### config.mk
export PLATFORM = sky130hd
export DESIGN_NAME = debounced_joystick_led_controller
export DESIGN_NICKNAME = d
export VERILOG_FILES = /design/src/design/jlc_pkg.sv /design/src/design/jlc_apb_regs.sv /design/src/design/jlc_debounce.sv /design/src/design/jlc_blink.sv /design/src/design/debounced_joystick_led_controller.sv
export VERILOG_INCLUDE_DIRS = /design/src /design/src/design
export SDC_FILE = /design/constraint.sdc
export NUM_CORES = 1
export LEC_CHECK = 0
export ABC_CLOCK_PERIOD_IN_PS = 4000
export BUFFER_PORTS_ARGS = -buffer_cell sky130_fd_sc_hd__buf_2
export CORE_MARGIN = 3
export CORE_UTILIZATION = 59
export CTS_BUF_LIST = sky130_fd_sc_hd__clkbuf_8
export CTS_CLUSTER_SIZE = 8
export DETAILED_ROUTE_END_ITERATION = 16
export HOLD_SLACK_MARGIN = 0.02
export PLACE_DENSITY = 0.93
export SLEW_MARGIN = 20
export SYNTH_ARGS = -nofsm -noshare
export SYNTH_HDL_FRONTEND = slang
export SYNTH_SLANG_ARGS = --single-unit
### constraint.sdc
create_clock -name clk_i -period 4 [get_ports clk_i]
set_input_delay 0.4 -clock clk_i [delete_from_list [all_inputs] [get_ports clk_i]]
set_output_delay 0.4 -clock clk_i [all_outputs]
set_load 0.01 [all_outputs]
### src/design/assert_macros.svh
// ----------------------------------------------------------------------------
// Assertion macros
// Shared concurrent assertion helpers for the LED controller design.
// ----------------------------------------------------------------------------
`ifndef ASSERT_MACROS_SVH
`define ASSERT_MACROS_SVH

// Implication check on the rising clock edge, disabled while reset is low.
`define JLC_ASSERT_IMP(label, ante, cons, msg) \
  label: assert property (@(posedge clk_i) disable iff (!rst_ni) (ante) |-> (cons)) \
    else $error(msg);

// Next-cycle implication check on the rising clock edge.
`define JLC_ASSERT_NEXT(label, ante, cons, msg) \
  label: assert property (@(posedge clk_i) disable iff (!rst_ni) (ante) |=> (cons)) \
    else $error(msg);

`endif

### src/design/jlc_pkg.sv
// ----------------------------------------------------------------------------
// jlc_pkg
// Types, register codes and constants of the joystick LED controller.
// ----------------------------------------------------------------------------
`default_nettype none

package jlc_pkg;

  // Field widths.
  localparam int unsigned BtnW      = 5;
  localparam int unsigned LedW      = 4;
  localparam int unsigned DbTicksW  = 15;
  localparam int unsigned BlTicksW  = 17;
  localparam int unsigned DbCountW  = 16;
  localparam int unsigned BlCountW  = 18;
  localparam int unsigned ApbAddrW  = 3;
  localparam int unsigned ApbDataW  = 32;

  // Button bit positions in the pressed word.
  localparam int unsigned BtnLeft   = 0;
  localparam int unsigned BtnUp     = 1;
  localparam int unsigned BtnDown   = 2;
  localparam int unsigned BtnRight  = 3;
  localparam int unsigned BtnCenter = 4;

  // LED patterns.
  localparam logic [LedW-1:0] LedsAll   = 4'hF;
  localparam logic [LedW-1:0] LedsNone  = 4'h0;
  localparam logic [LedW-1:0] LedFirst  = 4'h1;
  localparam logic [LedW-1:0] LedLast   = 4'h8;

  // Register reset values.
  localparam logic [DbTicksW-1:0] DbTicksRst = 15'd20000;
  localparam logic [BlTicksW-1:0] BlTicksRst = 17'd80000;

  // Register index codes, taken from address bit 2.
  typedef enum logic {
    REG_DEBOUNCE_TICKS = 1'b0,
    REG_BLINK_TICKS    = 1'b1
  } reg_idx_e;

  // Configuration handed from the register block to the datapath.
  typedef struct packed {
    logic [DbTicksW-1:0] debounce_ticks;
    logic [BlTicksW-1:0] blink_ticks;
  } cfg_t;

endpackage

`default_nettype wire

### src/design/jlc_apb_regs.sv
// ----------------------------------------------------------------------------
// jlc_apb_regs
// APB configuration registers: debounce hold length and blink on length.
// ----------------------------------------------------------------------------
`default_nettype none

module jlc_apb_regs (
  input  wire logic                            clk_i,
  input  wire logic                            rst_ni,
  input  wire logic                            psel,
  input  wire logic                            penable,
  input  wire logic                            pwrite,
  input  wire logic [jlc_pkg::ApbAddrW-1:0]    paddr,
  input  wire logic [jlc_pkg::ApbDataW-1:0]    pwdata,
  output logic      [jlc_pkg::ApbDataW-1:0]    prdata,
  output logic                                 pready,
  output jlc_pkg::cfg_t                        cfg_o
);

  jlc_pkg::cfg_t    cfg_q, cfg_d;
  jlc_pkg::reg_idx_e idx;
  logic             wr_en;

  assign pready = 1'b1;
  assign idx    = jlc_pkg::reg_idx_e'(paddr[2]);
  assign wr_en  = psel & penable & pwrite & pready;

  // Write decode.
  always_comb begin
    cfg_d = cfg_q;
    if (wr_en) begin
      unique case (idx)
        jlc_pkg::REG_DEBOUNCE_TICKS:
          cfg_d.debounce_ticks = pwdata[jlc_pkg::DbTicksW-1:0];
        jlc_pkg::REG_BLINK_TICKS:
          cfg_d.blink_ticks = pwdata[jlc_pkg::BlTicksW-1:0];
        default: cfg_d = cfg_q;
      endcase
    end
  end

  always_ff @(posedge clk_i or negedge rst_ni) begin
    if (!rst_ni) begin
      cfg_q.debounce_ticks <= jlc_pkg::DbTicksRst;
      cfg_q.blink_ticks    <= jlc_pkg::BlTicksRst;
    end else begin
      cfg_q <= cfg_d;
    end
  end

  // Read decode.
  always_comb begin
    unique case (idx)
      jlc_pkg::REG_DEBOUNCE_TICKS:
        prdata = {{(jlc_pkg::ApbDataW-jlc_pkg::DbTicksW){1'b0}}, cfg_q.debounce_ticks};
      jlc_pkg::REG_BLINK_TICKS:
        prdata = {{(jlc_pkg::ApbDataW-jlc_pkg::BlTicksW){1'b0}}, cfg_q.blink_ticks};
      default: prdata = '0;
    endcase
  end

  assign cfg_o = cfg_q;

endmodule

`default_nettype wire

### src/design/jlc_debounce.sv
// ----------------------------------------------------------------------------
// jlc_debounce
// Debounce sequencer and button actions on the LED pattern and blink mode.
// ----------------------------------------------------------------------------
`default_nettype none

module jlc_debounce (
  input  wire logic                            clk_i,
  input  wire logic                            rst_ni,
  input  wire logic                            step_i,
  input  wire logic [jlc_pkg::BtnW-1:0]        buttons_i,
  input  wire logic [jlc_pkg::DbTicksW-1:0]    debounce_ticks_i,
  output logic      [jlc_pkg::LedW-1:0]        pattern_o,
  output logic                                 blinking_o
);

  logic [jlc_pkg::DbCountW-1:0] count_q, count_d;
  logic [jlc_pkg::LedW-1:0]     pattern_q, pattern_d;
  logic                         blinking_q, blinking_d;
  logic [jlc_pkg::DbTicksW-1:0] ticks;
  logic [jlc_pkg::DbCountW-1:0] hold, hold2;
  logic [jlc_pkg::LedW-1:0]     pat_up, pat_down;
  logic [jlc_pkg::LedW:0]       pat_shl;
  logic                         any_btn;

  // A zero hold length behaves as one tick.
  assign ticks   = (debounce_ticks_i == '0) ? jlc_pkg::DbTicksW'(1) : debounce_ticks_i;
  assign hold    = {1'b0, ticks};
  assign hold2   = {ticks, 1'b0};
  assign any_btn = |buttons_i;

  // Rotations of the one-hot pattern; all-on or all-off restarts at an end.
  assign pat_shl = {pattern_q, 1'b0};
  always_comb begin
    if (pattern_q == jlc_pkg::LedsAll || pattern_q == jlc_pkg::LedsNone) begin
      pat_up   = jlc_pkg::LedLast;
      pat_down = jlc_pkg::LedFirst;
    end else begin
      pat_up   = (pattern_q[jlc_pkg::LedW-1:1] == '0) ? jlc_pkg::LedLast
                                                      : (pattern_q >> 1);
      pat_down = (pat_shl > {1'b0, jlc_pkg::LedLast}) ? jlc_pkg::LedFirst
                                                      : pat_shl[jlc_pkg::LedW-1:0];
    end
  end

  // Counter phases and button actions, in priority order.
  always_comb begin
    count_d    = count_q;
    pattern_d  = pattern_q;
    blinking_d = blinking_q;
    if (any_btn && count_q == '0) begin
      count_d = jlc_pkg::DbCountW'(1);
      if (buttons_i[jlc_pkg::BtnUp]) begin
        pattern_d = pat_up;
      end else if (buttons_i[jlc_pkg::BtnDown]) begin
        pattern_d = pat_down;
      end else if (buttons_i[jlc_pkg::BtnLeft]) begin
        pattern_d = jlc_pkg::LedsAll;
      end else if (buttons_i[jlc_pkg::BtnRight]) begin
        pattern_d = jlc_pkg::LedsNone;
      end else begin
        blinking_d = ~blinking_q;
      end
    end else if (count_q != '0 && count_q < hold) begin
      count_d = count_q + 1'b1;
    end else if (!any_btn && count_q == hold) begin
      count_d = count_q + 1'b1;
    end else if (count_q > hold && count_q < hold2) begin
      count_d = count_q + 1'b1;
    end else if (!any_btn && count_q >= hold2) begin
      count_d = '0;
    end
  end

  always_ff @(posedge clk_i or negedge rst_ni) begin
    if (!rst_ni) begin
      count_q    <= '0;
      pattern_q  <= jlc_pkg::LedFirst;
      blinking_q <= 1'b0;
    end else if (step_i) begin
      count_q    <= count_d;
      pattern_q  <= pattern_d;
      blinking_q <= blinking_d;
    end
  end

  // The result reflects the state after this tick.
  assign pattern_o  = pattern_d;
  assign blinking_o = blinking_d;

endmodule

`default_nettype wire

### src/design/jlc_blink.sv
// ----------------------------------------------------------------------------
// jlc_blink
// Blink phase counter that gates the LED drive while blinking is on.
// ----------------------------------------------------------------------------
`default_nettype none

module jlc_blink (
  input  wire logic                            clk_i,
  input  wire logic                            rst_ni,
  input  wire logic                            step_i,
  input  wire logic                            blinking_i,
  input  wire logic [jlc_pkg::BlTicksW-1:0]    blink_ticks_i,
  output logic                                 on_o
);

  logic [jlc_pkg::BlCountW-1:0] count_q, count_d;
  logic [jlc_pkg::BlCountW:0]   count_inc;
  logic [jlc_pkg::BlCountW:0]   limit;

  // The drive is on in the first phase, or always when not blinking.
  assign on_o = (count_q < {1'b0, blink_ticks_i}) || !blinking_i;

  // Wrap to zero once the count passes twice the on length.
  assign count_inc = {1'b0, count_q} + 1'b1;
  assign limit     = {1'b0, blink_ticks_i, 1'b0};
  assign count_d   = (count_inc > limit) ? '0 : count_inc[jlc_pkg::BlCountW-1:0];

  always_ff @(posedge clk_i or negedge rst_ni) begin
    if (!rst_ni) begin
      count_q <= '0;
    end else if (step_i) begin
      count_q <= count_d;
    end
  end

endmodule

`default_nettype wire

### src/design/debounced_joystick_led_controller.sv
// ----------------------------------------------------------------------------
// debounced_joystick_led_controller
// Debounced five-button joystick driving a four-LED pattern with blinking.
// ----------------------------------------------------------------------------
//   Channel   Dir  Word contents (lowest bit first)
//   s_axis    in   tdata[4:0] buttons_pressed
//   m_axis    out  tdata[3:0] led_drive, [7:4] led_pattern, [8] blink_enabled
//   apb       cfg  0x0 debounce_ticks, 0x4 blink_ticks
//
// One word per cycle while the output is not stalled: each accepted word
// updates the debounce, pattern and blink state in a single pass and loads
// the output register in the same edge; its word is valid in the next cycle.
// A stalled output holds its word; input is taken whenever the output
// register is empty or being drained in that cycle.
// Reset clears all but the output data at once; there is no clearing pass.
// ----------------------------------------------------------------------------
`default_nettype none

module debounced_joystick_led_controller (
  input  wire logic                            clk_i,
  input  wire logic                            rst_ni,
  // Input stream: [4:0] buttons_pressed.
  input  wire logic                            s_axis_tvalid,
  output logic                                 s_axis_tready,
  input  wire logic [7:0]                      s_axis_tdata,
  // Output stream: [3:0] led_drive, [7:4] led_pattern, [8] blink_enabled.
  output logic                                 m_axis_tvalid,
  input  wire logic                            m_axis_tready,
  output logic      [15:0]                     m_axis_tdata,
  // Configuration port.
  input  wire logic                            psel,
  input  wire logic                            penable,
  input  wire logic                            pwrite,
  input  wire logic [jlc_pkg::ApbAddrW-1:0]    paddr,
  input  wire logic [jlc_pkg::ApbDataW-1:0]    pwdata,
  output logic      [jlc_pkg::ApbDataW-1:0]    prdata,
  output logic                                 pready
);

  jlc_pkg::cfg_t             cfg;
  logic                      step;
  logic [jlc_pkg::LedW-1:0]  pattern;
  logic                      blinking;
  logic                      led_on;
  logic                      out_valid_q, out_valid_d;
  logic [jlc_pkg::LedW-1:0]  drive_q, pattern_q;
  logic                      blink_q;

  // Configuration registers.
  jlc_apb_regs u_regs (
    .clk_i   (clk_i),
    .rst_ni  (rst_ni),
    .psel    (psel),
    .penable (penable),
    .pwrite  (pwrite),
    .paddr   (paddr),
    .pwdata  (pwdata),
    .prdata  (prdata),
    .pready  (pready),
    .cfg_o   (cfg)
  );

  // Accept whenever the output register is free this cycle.
  assign s_axis_tready = !out_valid_q || m_axis_tready;
  assign step          = s_axis_tvalid && s_axis_tready;

  jlc_debounce u_debounce (
    .clk_i            (clk_i),
    .rst_ni           (rst_ni),
    .step_i           (step),
    .buttons_i        (s_axis_tdata[jlc_pkg::BtnW-1:0]),
    .debounce_ticks_i (cfg.debounce_ticks),
    .pattern_o        (pattern),
    .blinking_o       (blinking)
  );

  jlc_blink u_blink (
    .clk_i         (clk_i),
    .rst_ni        (rst_ni),
    .step_i        (step),
    .blinking_i    (blinking),
    .blink_ticks_i (cfg.blink_ticks),
    .on_o          (led_on)
  );

  // Output register.
  always_comb begin
    out_valid_d = out_valid_q;
    if (step) begin
      out_valid_d = 1'b1;
    end else if (m_axis_tready) begin
      out_valid_d = 1'b0;
    end
  end

  always_ff @(posedge clk_i or negedge rst_ni) begin
    if (!rst_ni) begin
      out_valid_q <= 1'b0;
    end else begin
      out_valid_q <= out_valid_d;
    end
  end

  always_ff @(posedge clk_i) begin
    if (step) begin
      drive_q   <= led_on ? pattern : jlc_pkg::LedsNone;
      pattern_q <= pattern;
      blink_q   <= blinking;
    end
  end

  assign m_axis_tvalid = out_valid_q;
  assign m_axis_tdata  = {7'b0, blink_q, pattern_q, drive_q};

  // Checks.
`include "assert_macros.svh"

  `JLC_ASSERT_NEXT(a_accept_gives_word, step, m_axis_tvalid, "accepted word produced no output")
  `JLC_ASSERT_IMP(a_drive_gated, m_axis_tvalid,
    (drive_q == jlc_pkg::LedsNone || drive_q == pattern_q), "drive is not pattern or dark")
  `JLC_ASSERT_IMP(a_no_blink_full, m_axis_tvalid && !blink_q, drive_q == pattern_q,
    "drive gated while blinking is off")
  `JLC_ASSERT_IMP(a_pattern_legal, m_axis_tvalid,
    ($onehot0(pattern_q) || pattern_q == jlc_pkg::LedsAll), "illegal LED pattern")

endmodule

`default_nettype wire

==> impl_metrics.csv, run 1 <==
group,metric,value,unit
drt,finalWirelength,14.6,mm
setup_path,critPathLaunchType,"register",
pwr,power_switching,1410,uW
drt,ant_nets,0,
yosys,syn_area_per_cell,9.11,sq um
yosys,synthXorXnorAreaFrac,0.0193,
yosys,muxShareOfSynthArea,0.0684,
place,place_ws,-53.9,ps
pwr,power.share.clock,0.196,
pwr,ir_worst_vdd,0.225,mV
cts,cts_buffer_depth,2,
setup_path,r2r_slack,160,ps
floorplanning,core_area,9460,sq um
sta,period_needed,3840,ps
place,port_buffers,57,
yosys,ys_seq_elements,81,
finish,layout-drive-gt1-share,0.196,
pwr,leakagePower,0.00309,uW
sta,tightest_slew,1010,ps
cts,cts_htree_levels,3,
flow_run,cap_violations,0,
finish,finish.utilization,0.682,
finish,n_antenna_cell,0,
setup_path,cp_max_fo,8,
yosys,yosysWarnings,0,
setup_path,required,4280,ps
sta,fin_crit_sh,0.960,
sta,slew_viol_final,0,
yosys,synth_compound_area_frac,0.155,
global_route,grt_pass1_vias,5147,
floorplanning,start_util,0.622,
global_route,grt_overflow,0,
sta,fin_setup_tns,0,ps
global_route,grt_pass1_wl,24.2,mm
yosys,yosys.area_share.adder,0.140,
floorplanning,rows,35,
drt,via_per_inst,6.40,
global_route,grt_usage,0.265,
cts,numCtsBuffers,9,
global_route,grt_max_degree,42,
floorplanning,die_w,106,um
drt,drtPass1Iterations,6,
finish,final_nets,816,
yosys,ys_types,62,
setup_path,crit_type,"reg2reg",
cts,path_clk_slew,90,ps
drt,vias,5339,
setup_path,arrival,4120,ps
global_route,antenna_found_initial,0,
sta,slew_headroom,0.321,
cts,cts_hold_buf,0,
floorplanning,io_pins,101,
drt,drc,0,
sta,layout_setup_ws,162,ps
yosys,synthArstFlopShare,0.889,
pwr,p_per_area,531,nW/um^2
floorplanning,die_y,106,um
pwr,internal_power,2010,uW
pwr,p_seq_frac,0.383,
sta,setup_viol,0,
floorplanning,die-area,11200,sq um
sta,fmax,0.261,GHz
cts,clock-sinks,81,
yosys,synth-edff-count,9,
yosys,synth_top_family_by_area,"simple AND/OR/NAND/NOR gates",
drt,first_iter_violations,502,
yosys,synth_simple_gate_area_share,0.182,
finish,instances_no_fill,834,
yosys,postSynthCellCount,646,
pwr,p_comb_frac,0.421,
sta,report.final.hold_viol_count,0,
cts,tritoncts,"built",
place,dp.cells,817,
drt,wl_per_cell,17.5,um
yosys,synth_flop_cell,"dfrtp_1",
worst_hold_path,min_path_type,"in2async",
cts,cts_root_buffer,"clkbuf_8",
sta,finClkSkew,6.05,ps
setup_path,endpoint_kind,"register",
place,gp_congestion,0.905,
yosys,seq_area_frac_synth,0.354,
yosys,synth_area,5890,sq um
run_status,outcome,"complete, no violations",
place,dp_hpwl,10.8,mm
pwr,p_sw_frac,0.413,
finish,areaGrowthSynthToFinish,9.54,%
cts,worstSkewPairLatency,370,ps
registers in the layout, indices dropped and copies added, names as in the netlist:
name                   cells
u_debounce.blinking_q      1
drive_q                    4
u_blink.count_q           18
u_regs.cfg_o              32
pattern_q                  4
u_debounce.pattern_q       4
u_debounce.count_q        16
blink_q                    1
m_axis_tvalid              1
worst max-delay path, stage by stage (launching register included):
cell and delay, ps:
dfrtp_1 450, ha_2 270, nand3_1 120, nor3_1 330, buf_4 190, nand2_1 90
xnor2_1 150, ha_1 320, nand4_1 180, or4_1 610, nor2_1 130, a21oi_1 60
o31ai_2 170, buf_4 260, nand2_1 170, o21ai_0 240
what timing repair did:
item | in CTS | in global routing
buffers inserted | 0 | 1
setup endpoints to repair | 9 | 15
gates resized for setup | 1 | 3
hold endpoints to repair | 0 | 0
final timing paths:
check,startpoint,end,depth (start not counted)
worst max-delay path,u_blink.count_q[1],u_blink.count_q[7],15
worst min-delay path,rst_ni,u_debounce.count_q[0],1
worst max register to register,u_blink.count_q[1],u_blink.count_q[7],15
worst min register to register,u_debounce.blinking_q,u_debounce.blinking_q,1
max in group asynchronous,rst_ni,u_regs.cfg_o[16],2
min in group clk_i,s_axis_tvalid,m_axis_tvalid,2
cell families after synthesis:
family,Yosys count
simple gates,207
compound gates,143
buf+inv,98
flops,81
fa+ha+maj,66
mux,36
xor+xnor,13
other cells,2
final cells by class:
cell class	count	area, sq um
multi-input cells	488	3420
clock inverters	7	96.3
well taps	129	161
inverters	54	203
flip-flops and latches	81	2090
clock buffers	9	124
fillers	705	3010
repair buffers	66	353
cells in the final DEF, fill, tap and decap left out, types with 3 or more instances in the layout:
cell type | netlist | layout
ha_1 | 66 | 65
nand2_1 | 61 | 61
dfrtp_1 | 61 | 60
buf_2 | 2 | 57
inv_1 | 54 | 55
o21ai_0 | 41 | 41
mux2_2 | 34 | 34
nand3_1 | 33 | 32
a21oi_1 | 26 | 26
conb_1 | 2 | 23
nor2_1 | 21 | 21
a31oi_1 | 19 | 19
nand4_1 | 18 | 18
and3_1 | 12 | 12
nand2b_1 | 11 | 11
dfstp_2 | 11 | 11
xnor2_1 | 10 | 10
nor3_1 | 10 | 10
edfxtp_1 | 9 | 9
clkbuf_8 | 0 | 9
buf_4 | 24 | 9
or4_1 | 8 | 8
a21o_1 | 8 | 8
o211ai_1 | 8 | 8
nor4_1 | 7 | 7
a211oi_1 | 7 | 7
nor2b_1 | 6 | 6
o22ai_1 | 6 | 6
o31ai_1 | 7 | 6
nand3b_1 | 4 | 4
or2_2 | 4 | 4
xor2_1 | 3 | 3
and2_1 | 3 | 3
power by group through the flow:
stage | Clock [uW] | Sequential (uW) | Combinational, uW
CTS | 676 | 1300 | 1410
finish | 673 | 1310 | 1440
global placement | 0 | 1290 | 1280
global route | 718 | 1340 | 1630
detailed placement | 0 | 1320 | 1390
floorplan | 0 | 1220 | 1080
through the flow:
step | total power [uW] | area (sq um) | hold slack [ps]
2_1_floorplan | 2310 | 5970 | 104
3_3_place_gp | 2570 | 6210 | 478
3_5_place_dp | 2700 | 6210 | 482
4_1_cts | 3380 | 6430 | 185
5_1_grt | 3690 | 6450 | 234
6_report | 3430 | 6450 | 167
Yosys cell counts (12+ instances only):
master,instances,area [sq um]
buf_4,24,180
inv_1,54,203
nand2_1,61,229
nand4_1,18,113
nand3_1,33,165
mux2_2,34,383
a21oi_1,26,130
ha_1,66,826
clkbuf_1,16,60.1
nor2_1,21,78.8
a31oi_1,19,119
dfrtp_1,61,1530
and3_1,12,75.1
o21ai_0,41,205
layer usage:
layer	global-route usage	up-vias	share of wire
met2	0.427	335	0.46
met1	0.345	2518	0.41
met4	0.115	0	0.039
met5	0	-	0
met3	0.0565	63	0.089
li1	-	2423	-
Power figures use the tool's default switching activity.
==> run 2: changes to the inputs <==
--- a/config.mk
+++ b/config.mk
@@ -6,15 +6,16 @@
 export SDC_FILE = /design/constraint.sdc
 export NUM_CORES = 1
 export LEC_CHECK = 0
+export ABC_AREA = 1
 export ABC_CLOCK_PERIOD_IN_PS = 4000
 export BUFFER_PORTS_ARGS = -buffer_cell sky130_fd_sc_hd__buf_2
 export CORE_MARGIN = 3
-export CORE_UTILIZATION = 59
+export CORE_UTILIZATION = 60
 export CTS_BUF_LIST = sky130_fd_sc_hd__clkbuf_8
 export CTS_CLUSTER_SIZE = 8
 export DETAILED_ROUTE_END_ITERATION = 16
 export HOLD_SLACK_MARGIN = 0.02
-export PLACE_DENSITY = 0.93
+export PLACE_DENSITY = 0.94
 export SLEW_MARGIN = 20
 export SYNTH_ARGS = -nofsm -noshare
 export SYNTH_HDL_FRONTEND = slang
==> impl_metrics.csv, run 2 <==
group,metric,value,unit
global_route,grt_pass1_wl,25.2,mm
flow_run,cap_violations,0,
sta,fin_setup_tns,0,ps
yosys,yosys-top-cells-count,"nand2_1, inv_1, o21ai_0",
global_route,grtUsageMet2,0.436,
sta,finClkSkew,16.0,ps
yosys,syn_area_per_cell,7.06,sq um
cts,worstSkewPairLatency,370,ps
yosys,ys_seq_elements,81,
drt,drc,0,
finish,layout-drive-gt1-share,0.119,
place,port_buffers,57,
global_route,use_met3,0.0557,
pwr,ir_worst_vdd,0.389,mV
setup_path,r2r-end,"u_blink.count_q[17]",
finish,largest_register_ff_count,32,
drt,vias,5999,
sta,period_needed,3140,ps
yosys,netlist.area_leader.share,0.240,
finish,n_fill_cell,802,
cts,post_cts_buffers,0,
setup_path,cpPeakStageDelay,510,ps
place,place_ws,958,ps
yosys,postSynthCellCount,900,
yosys,synth_area,6350,sq um
setup_path,endpoint_kind,"register",
sta,fmax,0.318,GHz
run_status,outcome,"complete, no violations",
pwr,leakagePower,0.00382,uW
setup_path,cp_max_fo,18,
cts,numCtsBuffers,9,
drt,ant_nets,0,
drt,finalWirelength,15.1,mm
floorplanning,die_w,109,um
global_route,grt_overflow,0,
finish,n_antenna_cell,0,
yosys,synth-edff-count,9,
global_route,grt_pass1_vias,5484,
setup_path,r2r_start,"u_blink.count_q[0]",
sta,setup_viol,0,
yosys,synthArstFlopShare,0.889,
setup_path,required,4250,ps
yosys,seq_area_frac_synth,0.328,
yosys,yosysTopAreaCell,"dfrtp_1",
global_route,grt_usage,0.268,
cts,path_clk_slew,100,ps
floorplanning,rows,36,
finish,areaGrowthSynthToFinish,7.15,%
setup_path,critical_path.cell_chain,"ha_1 > nand2_2 > nor2_2 > nand2_2 > nor2_4 > or2_2 > o21ai_0 > inv_1 > ha_1 > nand2_1 > nor2_1 > o21ai_0 > o211ai_1 > nand2_1 > nand2_1 > nand2_1 > nand2_1 > nand2_1 > nand2_2 > nand2_4 > nand2_1 > nand2_1",
setup_path,critPathLaunchType,"register",
floorplanning,die_y,109,um
floorplanning,io_pins,101,
drt,wl_per_cell,13.9,um
drt,via_per_inst,5.54,
place,gp_congestion,0.897,
setup_path,crit_type,"reg2reg",
floorplanning,start_util,0.632,
yosys,ys_types,39,
sta,slew_viol_final,0,
drt,drtPass1Iterations,5,
finish,final_cell_mix,"nand2_1, inv_1, o21ai_0",
cts,cts_buffer_depth,2,
global_route,met1_usage,0.347,
cts,cts_hold_buf,0,
yosys,synth_most_common_cell,"nand2_1",
cts,tritoncts,"built",
floorplanning,die-area,11900,sq um
sta,tightest_slew,981,ps
setup_path,ff2ff_path_depth,22,
setup_path,r2r_slack,860,ps
yosys,synth_flop_cell,"dfrtp_1",
cts,cts_root_buffer,"clkbuf_8",
cts,clock-sinks,81,
setup_path,arrival,3390,ps
worst_hold_path,min_path_type,"in2async",
sta,rsz0062_at_grt,"no",
drt,first_iter_violations,415,
setup_path,crit_top_cell,"nand2_1",
setup_path,cpMaxStageDelayCell,"dfrtp_1",
finish,finish.utilization,0.678,
global_route,busiest_layer,"met2",
pwr,p_per_area,505,nW/um^2
place,dp_hpwl,11.0,mm
global_route,grt_max_degree,73,
finish,mostFrequentLayoutCell,"nand2_1",
global_route,antenna_found_initial,0,
sta,layout_setup_ws,858,ps
finish,final_nets,1061,
sta,fin_crit_sh,0.785,
sta,slew_headroom,0.345,
cts,cts-resized-gates,0,
cts,cts_htree_levels,3,
yosys,yosysWarnings,0,
yosys,ys_top_cells_by_area,"dfrtp_1, nand2_1, ha_1",
floorplanning,core_area,10000,sq um
sta,report.final.hold_viol_count,0,
-- run 2: logic make-up after synthesis --
logic type / after synthesis / share of synthesized area
AND/OR/NAND/NOR: 444 / 0.302
buffers and inverters: 185 / 0.128
AO/OA/AOI/OAI: 107 / 0.0892
flip-flops: 81 / 0.328
adder cells (fa/ha/maj): 66 / 0.130
XOR/XNOR: 15 / 0.0207
other: 2 / 0.00118
-- run 2: power by group --
part           switching [uW]  internal [uW]
combinational            1030            534
sequential                178           1050
clock                     350            295
-- run 2: area by class of cell --
class,instances,area (sq um),share of cell area
well taps,133,166,0.0245
inverters,140,526,0.0772
repair buffers,58,295,0.0434
clock buffers,9,124,0.0182
multi-input cells,655,3530,0.519
clock inverters,7,77.6,0.0114
flip-flops and latches,81,2090,0.306
-- run 2: critical path: cells and delay by family (launching register included) --
kind	cells	cell delay, ps
flops	1	510
simple gates	16	1450
buf+inv	1	90
compound gates	3	380
fa+ha+maj	2	580
-- run 2: metal layers --
layer / share of wire / vias to the layer above / routed length (um)
li1: - / 2930 / -
met1: 0.42 / 2766 / 6290
met2: 0.47 / 255 / 7040
met3: 0.080 / 48 / 1210
met4: 0.037 / 0 / 558
met5: 0 / - / 0
-- run 2: how the worst max path moves through the flow --
stage                        from                   to  slack (ps)  cells past startpoint
2_1_floorplan  u_blink.count_q[0]   u_blink.count_q[6]        1340                     23
3_3_place_gp   u_blink.count_q[0]  u_blink.count_q[13]        1020                     22
3_5_place_dp   u_blink.count_q[0]  u_blink.count_q[17]         960                     22
4_1_cts        u_blink.count_q[0]  u_blink.count_q[17]         900                     22
5_1_grt        u_blink.count_q[0]  u_blink.count_q[17]         620                     20
6_report       u_blink.count_q[0]  u_blink.count_q[17]         860                     22
-- run 2: stage by stage --
stage                     total power (uW)  cell area (sq um)  hold slack (ps)  std cells
after CTS                             3420               6810              170       1083
after detailed placement              2770               6600              474       1067
final                                 3440               6810              154       1083
after floorplan                       2370               6430              104        921
after global placement                2690               6600              465       1067
after global routing                  3720               6810              238       1083
